===== src/sv/indexed_list_engine_macros.svh =====
// ----------------------------------------------------------------------------
// Assertion macros for the indexed list engine
// Concurrent assertion wrappers; they compile to nothing for synthesis.
// ----------------------------------------------------------------------------
`ifndef INDEXED_LIST_ENGINE_MACROS_SVH
`define INDEXED_LIST_ENGINE_MACROS_SVH

`ifndef SYNTHESIS

// Assertion on an explicit clock and active-low reset
`define ILE_ASSERT_ON(lbl, clk, rstn, prop) \
  lbl: assert property (@(posedge clk) disable iff (!(rstn)) (prop)) \
    else $error("indexed_list_engine: assertion failed");

// Assertion on the block clock and reset
`define ILE_ASSERT(lbl, prop) \
  `ILE_ASSERT_ON(lbl, clk_i, rst_ni, prop)

`else

`define ILE_ASSERT_ON(lbl, clk, rstn, prop)

`define ILE_ASSERT(lbl, prop)

`endif

`endif


===== src/sv/ile_pkg.sv =====
// ----------------------------------------------------------------------------
// ile_pkg
// Shared types and codes of the indexed list engine.
// ----------------------------------------------------------------------------
package ile_pkg;

  typedef enum logic [3:0] {
    ACT_GET     = 4'd0,
    ACT_SET     = 4'd1,
    ACT_INSERT  = 4'd2,
    ACT_POP     = 4'd3,
    ACT_APPEND  = 4'd4,
    ACT_CLEAR   = 4'd5,
    ACT_COUNT   = 4'd6,
    ACT_INDEX   = 4'd7,
    ACT_REMOVE  = 4'd8,
    ACT_REVERSE = 4'd9,
    ACT_LENGTH  = 4'd10
  } action_e;

  typedef enum logic [1:0] {
    STATUS_OK        = 2'd0,
    STATUS_RANGE     = 2'd1,
    STATUS_NOT_FOUND = 2'd2,
    STATUS_FULL      = 2'd3
  } status_e;

  // What one cell does in a cycle
  typedef enum logic [2:0] {
    CELL_HOLD       = 3'd0,
    CELL_TAKE_LEFT  = 3'd1,
    CELL_TAKE_RIGHT = 3'd2,
    CELL_LOAD       = 3'd3,
    CELL_TAG_INIT   = 3'd4,
    CELL_SWAP_LEFT  = 3'd5,
    CELL_SWAP_RIGHT = 3'd6
  } cell_op_e;

  localparam int unsigned ResultValueWidth  = 32;
  localparam int unsigned ResultNumberWidth = 5;

  typedef struct packed {
    status_e                        status;
    logic [ResultValueWidth-1:0]    value;
    logic [ResultNumberWidth-1:0]   number;
  } result_t;

endpackage


===== src/sv/ile_bound.sv =====
// ----------------------------------------------------------------------------
// ile_bound
// Wraps a signed list position by the length, clamps it to 0..length and
// flags whether it names an existing entry.
// ----------------------------------------------------------------------------
module ile_bound #(
  parameter int unsigned CW = 5
) (
  input  logic signed [31:0] pos_i,
  input  logic [CW-1:0]      n_i,
  output logic [CW-1:0]      clamp_o,
  output logic               in_range_o
);

  logic signed [33:0] pos_ext;
  logic signed [33:0] n_ext;
  logic signed [33:0] wrapped;
  logic               below;
  logic               above;

  assign pos_ext = {{2{pos_i[31]}}, pos_i};
  assign n_ext   = $signed({{(34-CW){1'b0}}, n_i});
  assign wrapped = pos_i[31] ? (pos_ext + n_ext) : pos_ext;
  assign below   = wrapped[33];
  assign above   = wrapped > n_ext;

  assign in_range_o = !below && (wrapped < n_ext);

  always_comb begin
    priority if (below) begin
      clamp_o = '0;
    end else if (above) begin
      clamp_o = n_i;
    end else begin
      clamp_o = wrapped[CW-1:0];
    end
  end

endmodule


===== src/sv/ile_cell.sv =====
// ----------------------------------------------------------------------------
// ile_cell
// One list slot: a value word and an ordering tag, moved to and from its
// neighbors by a per-cycle command.
// ----------------------------------------------------------------------------
module ile_cell #(
  parameter int unsigned VW    = 32,
  parameter int unsigned TW    = 4,
  parameter int unsigned INDEX = 0
) (
  input  logic               clk_i,
  input  ile_pkg::cell_op_e  op_i,
  input  logic [VW-1:0]      load_i,
  input  logic [VW-1:0]      left_value_i,
  input  logic [VW-1:0]      right_value_i,
  input  logic [TW-1:0]      left_tag_i,
  input  logic [TW-1:0]      right_tag_i,
  output logic [VW-1:0]      value_o,
  output logic [TW-1:0]      tag_o
);

  import ile_pkg::*;

  logic [VW-1:0] value_q, value_d;
  logic [TW-1:0] tag_q, tag_d;

  // Swaps are compare-exchange on tags: the pair moves toward descending tag
  always_comb begin
    value_d = value_q;
    tag_d   = tag_q;
    unique case (op_i)
      CELL_HOLD: begin
      end
      CELL_TAKE_LEFT: begin
        value_d = left_value_i;
      end
      CELL_TAKE_RIGHT: begin
        value_d = right_value_i;
      end
      CELL_LOAD: begin
        value_d = load_i;
      end
      CELL_TAG_INIT: begin
        tag_d = TW'(INDEX);
      end
      CELL_SWAP_LEFT: begin
        if (left_tag_i < tag_q) begin
          value_d = left_value_i;
          tag_d   = left_tag_i;
        end
      end
      CELL_SWAP_RIGHT: begin
        if (tag_q < right_tag_i) begin
          value_d = right_value_i;
          tag_d   = right_tag_i;
        end
      end
      default: begin
      end
    endcase
  end

  always_ff @(posedge clk_i) begin
    value_q <= value_d;
    tag_q   <= tag_d;
  end

  assign value_o = value_q;
  assign tag_o   = tag_q;

endmodule


===== src/sv/indexed_list_engine.sv =====
// ----------------------------------------------------------------------------
// indexed_list_engine
// Bounded ordered list of value words held in a ring of cells.
// ----------------------------------------------------------------------------
// Usage:
//   A transaction is accepted on a clock edge with start high and busy low;
//   action_i, position_i, stop_position_i and item_value_i are sampled then.
//   Exactly one result comes back: done_o is high for one cycle with
//   status_o, result_value_o and result_number_o valid in that cycle. The
//   receiver has no way to stall; it must take the result when done_o is up.
//   busy is high from the accept until the result is presented, and a new
//   transaction may be started in the same cycle that done_o is high.
// Steps after the accept:
//   length, clear, unused codes, errors ...... decode
//   set, insert, append ...................... decode, apply
//   get, pop, count, index, remove ........... decode, scan, apply
//   reverse .................................. decode, exchange rounds
//   Reads and searches rotate the whole ring once past cell 0, one step a
//   cycle; reverse runs one odd-even exchange round per entry.
// Reset clears the length and the control state; the stored words are not
// cleared and no request reads a slot at or beyond the length.
// ----------------------------------------------------------------------------
`include "indexed_list_engine_macros.svh"

module indexed_list_engine #(
  parameter int unsigned DEPTH       = 16,
  parameter int unsigned VALUE_WIDTH = 32
) (
  input  logic               clk_i,
  input  logic               rst_ni,
  input  logic               start,
  output logic               busy,
  input  logic [3:0]         action_i,
  input  logic signed [31:0] position_i,
  input  logic signed [31:0] stop_position_i,
  input  logic [31:0]        item_value_i,
  output logic               done_o,
  output logic [1:0]         status_o,
  output logic [31:0]        result_value_o,
  output logic [4:0]         result_number_o
);

  import ile_pkg::*;

  localparam int unsigned VW = VALUE_WIDTH;
  localparam int unsigned AW = $clog2(DEPTH);
  localparam int unsigned CW = $clog2(DEPTH + 1);
  localparam logic [AW-1:0] LastStep = AW'(DEPTH - 1);
  localparam logic [CW-1:0] FullCount = CW'(DEPTH);

  typedef enum logic [2:0] {
    ST_IDLE,
    ST_DECODE,
    ST_SCAN,
    ST_APPLY,
    ST_SWAP
  } state_e;

  state_e             state_q, state_d;
  logic [3:0]         act_q, act_d;
  logic signed [31:0] pos_q, pos_d;
  logic signed [31:0] stop_q, stop_d;
  logic [VW-1:0]      val_q, val_d;
  logic [CW-1:0]      n_q, n_d;
  logic [CW-1:0]      idx_q, idx_d;
  logic [CW-1:0]      lo_q, lo_d;
  logic [CW-1:0]      hi_q, hi_d;
  logic [AW-1:0]      k_q, k_d;
  logic [CW-1:0]      cnt_q, cnt_d;
  logic               found_q, found_d;
  logic [CW-1:0]      round_q, round_d;
  logic [VW-1:0]      rval_q, rval_d;
  logic               done_q;
  result_t            res_q, res_d;

  logic               fin;
  logic               use_num;
  logic [CW-1:0]      fin_num;
  logic [CW-1:0]      num_sel;

  logic [CW-1:0]      pos_clamp, stop_clamp;
  logic               pos_ok;
  logic               stop_ok;
  logic [CW-1:0]      scan_pos;
  logic               match;

  logic [VW-1:0]      cell_value [DEPTH];
  logic [AW-1:0]      cell_tag   [DEPTH];

  ile_bound #(.CW(CW)) u_pos_bound (
    .pos_i      (pos_q),
    .n_i        (n_q),
    .clamp_o    (pos_clamp),
    .in_range_o (pos_ok)
  );

  ile_bound #(.CW(CW)) u_stop_bound (
    .pos_i      (stop_q),
    .n_i        (n_q),
    .clamp_o    (stop_clamp),
    .in_range_o (stop_ok)
  );

  // During a scan, cell 0 holds the entry whose list position is k_q
  assign scan_pos = CW'(k_q);
  assign match    = (cell_value[0] == val_q);

  always_comb begin
    state_d = state_q;
    act_d   = act_q;
    pos_d   = pos_q;
    stop_d  = stop_q;
    val_d   = val_q;
    n_d     = n_q;
    idx_d   = idx_q;
    lo_d    = lo_q;
    hi_d    = hi_q;
    k_d     = k_q;
    cnt_d   = cnt_q;
    found_d = found_q;
    round_d = round_q;
    rval_d  = rval_q;
    res_d   = res_q;
    fin     = 1'b0;
    use_num = 1'b0;
    fin_num = '0;
    res_d.status = res_q.status;
    res_d.value  = res_q.value;

    unique case (state_q)
      ST_IDLE: begin
        if (start) begin
          act_d   = action_i;
          pos_d   = position_i;
          stop_d  = stop_position_i;
          val_d   = VW'(item_value_i);
          state_d = ST_DECODE;
        end
      end

      ST_DECODE: begin
        k_d     = '0;
        cnt_d   = '0;
        found_d = 1'b0;
        round_d = '0;
        rval_d  = '0;
        idx_d   = pos_clamp;
        lo_d    = pos_clamp;
        hi_d    = stop_clamp;
        res_d.status = STATUS_OK;
        res_d.value  = '0;
        unique case (act_q)
          ACT_GET, ACT_POP: begin
            if (pos_ok) begin
              state_d = ST_SCAN;
            end else begin
              fin          = 1'b1;
              res_d.status = STATUS_RANGE;
            end
          end
          ACT_SET: begin
            if (pos_ok) begin
              state_d = ST_APPLY;
            end else begin
              fin          = 1'b1;
              res_d.status = STATUS_RANGE;
            end
          end
          ACT_INSERT, ACT_APPEND: begin
            if (n_q == FullCount) begin
              fin          = 1'b1;
              res_d.status = STATUS_FULL;
            end else begin
              state_d = ST_APPLY;
            end
          end
          ACT_CLEAR: begin
            n_d = '0;
            fin = 1'b1;
          end
          ACT_COUNT, ACT_INDEX: begin
            state_d = ST_SCAN;
          end
          ACT_REMOVE: begin
            lo_d    = '0;
            hi_d    = n_q;
            state_d = ST_SCAN;
          end
          ACT_REVERSE: begin
            state_d = ST_SWAP;
          end
          default: begin
            fin = 1'b1;
          end
        endcase
      end

      ST_SCAN: begin
        if ((act_q == ACT_GET || act_q == ACT_POP) && scan_pos == idx_q) begin
          rval_d = cell_value[0];
        end
        if (act_q == ACT_COUNT && scan_pos < n_q && match) begin
          cnt_d = cnt_q + CW'(1);
        end
        if ((act_q == ACT_INDEX || act_q == ACT_REMOVE) && !found_q &&
            scan_pos >= lo_q && scan_pos < hi_q && match) begin
          found_d = 1'b1;
          idx_d   = scan_pos;
        end
        if (k_q == LastStep) begin
          state_d = ST_APPLY;
        end else begin
          k_d = k_q + AW'(1);
        end
      end

      ST_APPLY: begin
        fin = 1'b1;
        unique case (act_q)
          ACT_GET: begin
            res_d.value = ResultValueWidth'(rval_q);
          end
          ACT_INSERT, ACT_APPEND: begin
            n_d = n_q + CW'(1);
          end
          ACT_POP: begin
            n_d         = n_q - CW'(1);
            res_d.value = ResultValueWidth'(rval_q);
          end
          ACT_COUNT: begin
            use_num = 1'b1;
            fin_num = cnt_q;
          end
          ACT_INDEX: begin
            use_num = 1'b1;
            fin_num = found_q ? idx_q : '0;
            if (!found_q) begin
              res_d.status = STATUS_NOT_FOUND;
            end
          end
          ACT_REMOVE: begin
            if (found_q) begin
              n_d = n_q - CW'(1);
            end else begin
              res_d.status = STATUS_NOT_FOUND;
            end
          end
          default: begin
          end
        endcase
      end

      ST_SWAP: begin
        if (round_q == n_q) begin
          fin = 1'b1;
        end else begin
          round_d = round_q + CW'(1);
        end
      end

      default: begin
        state_d = ST_IDLE;
      end
    endcase

    if (fin) begin
      state_d = ST_IDLE;
    end
    num_sel      = use_num ? fin_num : n_d;
    res_d.number = ResultNumberWidth'(num_sel);
  end

  always_ff @(posedge clk_i or negedge rst_ni) begin
    if (!rst_ni) begin
      state_q <= ST_IDLE;
      n_q     <= '0;
      done_q  <= 1'b0;
    end else begin
      state_q <= state_d;
      n_q     <= n_d;
      done_q  <= fin;
      act_q   <= act_d;
      pos_q   <= pos_d;
      stop_q  <= stop_d;
      val_q   <= val_d;
      idx_q   <= idx_d;
      lo_q    <= lo_d;
      hi_q    <= hi_d;
      k_q     <= k_d;
      cnt_q   <= cnt_d;
      found_q <= found_d;
      round_q <= round_d;
      rval_q  <= rval_d;
      res_q   <= res_d;
    end
  end

  // Ring of cells; cell i holds list position i outside of scans
  for (genvar i = 0; i < DEPTH; i++) begin : g_cell
    localparam logic [CW-1:0] Idx     = CW'(i);
    localparam logic [CW-1:0] IdxNext = CW'(i + 1);
    localparam logic          Odd     = 1'((i % 2) == 1);
    localparam bit            HasLeft = (i != 0);

    cell_op_e op;

    always_comb begin
      op = CELL_HOLD;
      unique case (state_q)
        ST_DECODE: begin
          if (act_q == ACT_REVERSE) begin
            op = CELL_TAG_INIT;
          end
        end
        ST_SCAN: begin
          op = CELL_TAKE_RIGHT;
        end
        ST_APPLY: begin
          unique case (act_q)
            ACT_SET: begin
              if (Idx == idx_q) begin
                op = CELL_LOAD;
              end
            end
            ACT_INSERT: begin
              if (Idx == idx_q) begin
                op = CELL_LOAD;
              end else if (Idx > idx_q) begin
                op = CELL_TAKE_LEFT;
              end
            end
            ACT_APPEND: begin
              if (Idx == n_q) begin
                op = CELL_LOAD;
              end
            end
            ACT_POP: begin
              if (Idx >= idx_q) begin
                op = CELL_TAKE_RIGHT;
              end
            end
            ACT_REMOVE: begin
              if (found_q && Idx >= idx_q) begin
                op = CELL_TAKE_RIGHT;
              end
            end
            default: begin
            end
          endcase
        end
        ST_SWAP: begin
          // Odd-even exchange: pairs start on even cells in even rounds
          if (round_q != n_q) begin
            if (Odd == round_q[0] && IdxNext < n_q) begin
              op = CELL_SWAP_RIGHT;
            end else if (Odd != round_q[0] && HasLeft && Idx < n_q) begin
              op = CELL_SWAP_LEFT;
            end
          end
        end
        default: begin
        end
      endcase
    end

    ile_cell #(
      .VW    (VW),
      .TW    (AW),
      .INDEX (i)
    ) u_cell (
      .clk_i         (clk_i),
      .op_i          (op),
      .load_i        (val_q),
      .left_value_i  (cell_value[(i + DEPTH - 1) % DEPTH]),
      .right_value_i (cell_value[(i + 1) % DEPTH]),
      .left_tag_i    (cell_tag[(i + DEPTH - 1) % DEPTH]),
      .right_tag_i   (cell_tag[(i + 1) % DEPTH]),
      .value_o       (cell_value[i]),
      .tag_o         (cell_tag[i])
    );
  end

  assign busy            = (state_q != ST_IDLE);
  assign done_o          = done_q;
  assign status_o        = res_q.status;
  assign result_value_o  = res_q.value;
  assign result_number_o = res_q.number;

  `ILE_ASSERT(a_len_bound, n_q <= FullCount)
  `ILE_ASSERT(a_strobe_single, done_q |=> !done_q)
  `ILE_ASSERT(a_strobe_idle, done_q |-> !busy)
  `ILE_ASSERT(a_full_len, done_q && res_q.status == STATUS_FULL |-> n_q == FullCount)
  `ILE_ASSERT(a_accept_busy, start && !busy |=> busy && !done_q)

endmodule


===== config.mk =====
export PLATFORM = sky130hd
export DESIGN_NAME = indexed_list_engine
export DESIGN_NICKNAME = d
export VERILOG_FILES = /design/src/sv/ile_pkg.sv /design/src/sv/ile_bound.sv /design/src/sv/ile_cell.sv /design/src/sv/indexed_list_engine.sv
export VERILOG_INCLUDE_DIRS = /design/src /design/src/sv
export SDC_FILE = /design/constraint.sdc
export NUM_CORES = 1
export LEC_CHECK = 0
export ABC_CLOCK_PERIOD_IN_PS = 7100
export BUFFER_PORTS_ARGS = -buffer_cell sky130_fd_sc_hd__buf_4
export CORE_ASPECT_RATIO = 0.5
export CORE_MARGIN = 2
export CORE_UTILIZATION = 45
export CTS_CLUSTER_DIAMETER = 30
export DETAILED_ROUTE_END_ITERATION = 10
export PLACE_DENSITY_LB_ADDON = 0.05
export SLEW_MARGIN = 20
export SYNTH_ARGS = -nofsm -noshare
export SYNTH_HDL_FRONTEND = slang
export SYNTH_SLANG_ARGS = --single-unit

===== constraint.sdc =====
create_clock -name clk_i -period 7.1 [get_ports clk_i]
set_input_delay 1.42 -clock clk_i [delete_from_list [all_inputs] [get_ports clk_i]]
set_output_delay 1.42 -clock clk_i [all_outputs]
set_load 0.05 [all_outputs]

Yosys cells after proc, flatten, opt, wreduce, memory -nomap -nowiden
Index checks and enable logic that the tools add are counted.
- mux-type cells: 321
- bitwise logic cells: 1
- reductions and logical operators: 134
- order comparisons: 70
- divide/modulo/power cells: 0
- $add $sub $neg: 7
- multiply operators: 0
- shift operators: 0
- equal/unequal tests: 192
- operator list (kind ; count):
    $pmux W32 S5 ; 16
    $mux W32 ; 34
    $pmux W3 S4 ; 17
    $pmux W4 S3 ; 16
    $mux W2 ; 83
    $mux W3 ; 54
    $pmux W2 S5 ; 16
    $eq A3 B3 Y1 const B ; 49
    $mux W4 ; 33
    $reduce_and A3 Y1 ; 39
    $eq A3 B2 Y1 const B ; 34
    $eq A4 B5 Y1 const A ; 16
    $reduce_bool A5 Y1 ; 16
    $gt A34 B6 Y1 ; 2
    $mux W34 ; 2
    $pmux W34 S2 ; 1
    $add A32 B6 Y33 ; 2
    $mux W5 ; 13
    $lt A4 B4 Y1 ; 16
    $pmux W32 S2 ; 1
    $eq A3 B1 Y1 const B ; 17
    $reduce_bool A3 Y1 ; 17
    $pmux W5 S2 ; 5
    $ne A2 B2 Y1 const B ; 23
    other kinds (56) ; 203
- bits in writable memories: 0
- bits in latches: 0
- output and inout port bits: 41
- ROM bits: 0
- word-level logic and storage cells: 775
- input port bits: 103
- memories kept: 0
- flip-flop bits (word level): 786

Logic depth before layout (Yosys ltp)
- word-level depth: 9
- gate-level depth with buffers: 21
- depth with buffers taken out: 21

By module
A second synthesis with hierarchy kept.
- cell total of the unflattened synthesis: 4158
- area, all modules: 44386.3 sq um
- modules (own cells, without submodules) (module ; area each (sq um) ; cells each ; times used ; seq. area each (sq um)):
    indexed_list_engine ; 10223.6 ; 858 ; 1 ; 6261.0
    ile_cell (g_cell[1].u_cell ...) ; 1963.1 ; 184 ; 3 ; 1081.0
    ile_cell (g_cell[11].u_cell ...) ; 1960.6 ; 186 ; 3 ; 1081.0
    ile_cell (g_cell[12].u_cell ...) ; 1956.9 ; 185 ; 3 ; 1081.0
    ile_cell (g_cell[10].u_cell ...) ; 1948.1 ; 185 ; 3 ; 1081.0
    ile_bound ; 1246.2 ; 169 ; 2 ; 0.0
    ile_cell (g_cell[0].u_cell) ; 2135.8 ; 183 ; 1 ; 1081.0
    ile_cell (g_cell[15].u_cell) ; 2125.8 ; 188 ; 1 ; 1081.0
    ile_cell (g_cell[14].u_cell) ; 1963.1 ; 187 ; 1 ; 1081.0
    ile_cell (g_cell[8].u_cell) ; 1959.4 ; 184 ; 1 ; 1081.0

Worst setup path before layout
OpenSTA, ideal clock, no wires.
- path type: register -> register
- start point: reg act_q[1]
- end point: reg g_cell[15].u_cell.value_q[0], enable pin
- clock period less this slack: 5.177 ns
- arrival time: 4.707 ns
- path buffers: 3
- path slack: 1.923 ns
- stages on the path, launching flop included: 12
- data required time: 6.630 ns
- setup time: 0.470 ns
- cells stage by stage: edfxtp_1 -> clkbuf_1 -> a32oi_1 -> nor2_1 -> clkbuf_1 -> a31oi_1 -> o22ai_1 -> a211oi_1 -> buf_2 -> a21oi_1 -> a21oi_1 -> a21boi_0
- word-level cells in the longest chain between the ends: 6
- elaborated cells on any way between the ends: 18
- those cells by class: eq/ne (13); mux (3); reduce/logical (2)
- ends and longest elaborated chain (element ; line ; RTL):
    start: declaration ; indexed_list_engine.sv:60 ; logic [3:0] act_q, act_d;
    start signal: assignment ; indexed_list_engine.sv:282 ; act_q <= act_d;
    $eq A4 B4 Y1 (tied with other cells) ; indexed_list_engine.sv:319 ; unique case (act_q)
    $pmux W2 S5 or $mux W3 (tied branches) ; indexed_list_engine.sv:319, indexed_list_engine.sv:311 ;
    $pmux W3 S4 * ; indexed_list_engine.sv:309 ; unique case (state_q)
    $eq A3 B1 Y1 (tied with other cells) ; ile_cell.sv:31 ; unique case (op_i)
    $reduce_bool A5 Y1 (no source line) or $ne A2 B2 Y1 (tied branches) ; n/a ;
    $reduce_and A3 Y1 (no source line) * ; n/a ;
    end signal: assignment ; ile_cell.sv:64 ; value_q <= value_d;
    end: declaration ; ile_cell.sv:24 ; logic [VW-1:0] value_q, value_d;
Every way passes the cells marked *; elsewhere a longest branch is shown, timed or not.
A chain may end at the register's enable or synchronous reset.

Worst setup path after layout
- start point: reg state_q[1]
- end point: reg g_cell[0].u_cell.value_q[16], enable pin
- word-level cells in the longest chain between the ends: 5
- elaborated cells on any way between the ends: 14
- those cells by class: eq/ne (11); mux (1); reduce/logical (2)
- ends and longest elaborated chain (element ; line ; RTL):
    start: declaration ; indexed_list_engine.sv:59 ; state_e state_q, state_d;
    start signal: assignment ; indexed_list_engine.sv:279 ; state_q <= state_d;
    $eq A3 B3 Y1 (tied with other cells) ; indexed_list_engine.sv:309 ;
    $pmux W3 S4 * ; indexed_list_engine.sv:309 ;
    $eq A3 B1 Y1 (tied with other cells) ; ile_cell.sv:31 ;
    $reduce_bool A5 Y1 (no source line) or $ne A2 B1 Y1 (tied branches) ; n/a ;
    $reduce_and A3 Y1 (no source line) * ; n/a ;
    end signal: assignment ; ile_cell.sv:64 ;
    end: declaration ; ile_cell.sv:24 ;
Marks and branches as above.

==> results.ini <==
[die]
dieHeight_um = 220
die_area_um2 = 95600
ios = 144
row_count = 79
initial_core_util_pct = 45.2
die_x_um = 435
core_um2 = 92600

[synth]
yosysSeqAreaShare_pct = 56.3
yosys_most_used_dff = edfxtp_1
synth-edff-count = 777
avgSynthCellArea_um2 = 10.7
ys_warn_count = 0
synthArstFlopShare_pct = 1.15
syn_nets = 4098
synth-seq-cells = 786
synth_area_um2 = 41900
synth.distinct_cells = 89
synthCells = 3906

[layout]
drive_gt1_share_pct = 13.7
ff_latch_area_um2 = 23600
fill_cells = 8219
layout_common_cells = 777 x edfxtp_1, 591 x nand2_1, 429 x o21ai_0
multi_input_area_um2 = 17100
final_common_cell = edfxtp_1
nNetsFinal = 4172
syn_to_final_growth_pct = 17.2

[placed_design]
place.gp.congestion = 0.932
dp_hpwl_um = 102000
io_buffers = 143

[setup_path]
crit_path_start = state_q[1]
cp_data_required_time_ps = 7450
ff2ff_path_depth = 9
r2r_start = state_q[1]
cp-end-kind = flip-flop
endpoint = g_cell[0].u_cell.value_o[16]
reg2reg_slack_ps = 1980
cp-start-kind = flip-flop
crit_type = reg -> reg
cp.arrival_ps = 5470
reg2reg_to = g_cell[0].u_cell.value_o[16]
critPathMaxFanout = 45

[pwr]
leakagePower_nw = 19.6
ir_worst_vdd_v = 0.000290
p_per_area_nw_per_um2 = 467

[routing]
vias_per_cell = 6.15
drc_errors = 0
via_count = 32800
wirelength_um = 149000
drt_first_pass_iters = 11
detail-route-antenna-nets = 0
first_iter_violations = 4593
routedWlPerCell_um = 28.0

[sta]
fin_crit_ps = 5120
finClkSkew_ps = 33.1
rsz0062_at_grt = false
finalHoldViolCount = 0
clock.fmax_ghz = 0.195
tns_ps = 0
holdWs_ps = 527
slew_headroom_pct = 17.0
fin_crit_sh_pct = 72.1
finalMaxSlewViolations = 0
tightestPinTransition_ps = 1250
setup_viol = 0

[global_route]
grt_pass1_wl_um = 215000
grt_antenna_before_repair = 2
grt_overflow_total = 0
grt_start_max_net_pins = 67
grt_util_all_layers_pct = 30.7
grt_pass1_vias = 31500

[cts]
clkTransAtPathRegs_ps = 60
root_buffer = clkbuf_16
cts_hold_buffers = 0
cts_max_path_buffers = 3
postCtsSetupBuffers = 0
clk_latency_ps = 750
htree_levels = 4
post_cts_resized = 0
cts_made_buffers = 133
cts_tree = done
cts.sinks = 786

[run]
maxCapViolCount = 0

[hold_path]
hold_path_class = reg -> reg

[outcome]
status = completed

power breakdown:
part           switching [W]  leakage (nW)  internal (W)
clock                0.00237          2.17       0.00422
combinational        0.00456          10.0       0.00213
sequential           0.00172          7.37       0.00792
layout make-up:
type	instances	share of cell area, %
repair buffers	247	3.93
clock inverters	84	1.97
multi-input cells	2704	34.8
inverters	108	0.826
diodes	1	0.00510
clock buffers	153	7.20
well taps	1255	3.20
flip-flops and latches	786	48.0
routing by layer:
metal	vias up	part of all wire [%]	GRT usage, %
met1	16100	43	42.4
met5	-	0	0
met2	1784	43	45.7
met4	0	3.2	11.2
li1	14600	-	-
met3	259	11	9.37
state kept, by name (all words and copies together), names as in the netlist, 32 cells and up:
name,cells
pos_q,32
rval_q,32
g_cell.u_cell.tag_o,64
result_value_o,32
val_q,32
g_cell.u_cell.value_o,512
stop_q,32
logic make-up (layout without fill, tap and decap cells):
| family | after synthesis | in the layout | synth area share [%] |
|---|---|---|---|
| DFF | 786 | 786 | 56.3 |
| muxes | 341 | 341 | 8.19 |
| buffers and inverters | 416 | 592 | 3.97 |
| xor gates and xnor gates | 64 | 64 | 1.34 |
| adders and majority gates | 89 | 89 | 2.70 |
| and+or+nand+nor | 1234 | 1234 | 13.6 |
| other | 0 | 1 | 0 |
| AOI/OAI and AO/OA | 976 | 976 | 14.0 |
per-stage QoR:
stage	util (%)	total power, W	instance area [um2]	setup WS (ps)	cells
finish	53.0	0.0229	49100	1980	5338
global route	53.0	0.0240	49000	1640	5337
CTS	52.9	0.0228	49000	1880	5335
detailed placement	48.0	0.0162	44500	1920	5098
global placement	48.0	0.0160	44400	2010	5096
floorplan	-	0.0131	41900	1920	3906
Yosys cell counts, types with 22 or more instances:
| library cell | number | area, um2 |
|---|---|---|
| a21oi_1 | 174 | 871 |
| inv_1 | 106 | 398 |
| edfxtp_1 | 777 | 23300 |
| a22oi_1 | 83 | 623 |
| a21o_1 | 43 | 323 |
| ha_1 | 87 | 1090 |
| nand2b_1 | 26 | 163 |
| nand3_1 | 120 | 601 |
| clkbuf_1 | 218 | 818 |
| a222oi_1 | 32 | 320 |
| and3_1 | 80 | 500 |
| and2_1 | 49 | 307 |
| nand4_1 | 22 | 138 |
| a31oi_1 | 86 | 538 |
| nor3_1 | 52 | 260 |
| nor2_1 | 198 | 743 |
| buf_2 | 48 | 240 |
| xnor2_1 | 50 | 438 |
| o21ai_0 | 430 | 2150 |
| mux2i_1 | 327 | 3270 |
| nand2_1 | 592 | 2220 |
| buf_1 | 35 | 131 |
critical path, cell delays in order, from the launching register on:
cell      delay (ps)
dfrtp_1          350
buf_4            250
nor2_1           250
nand2_1          240
a31oi_2          880
nand2b_1         610
nor2_1           940
nor4_4            60
buf_4            300
nor2_4           820
how the worst min path moves through the flow:
stage | start | to | cells past startpoint
CTS | rval_q[24] | result_value_o[24] | 1
detailed placement | rval_q[24] | result_value_o[24] | 1
global route | rval_q[8] | result_value_o[8] | 1
finish | rval_q[24] | result_value_o[24] | 1
floorplan | g_cell[6].u_cell.value_o[0] | g_cell[7].u_cell.value_o[0] | 2
global placement | rval_q[31] | result_value_o[31] | 1
No activity file was read; power rests on OpenSTA's default activity.
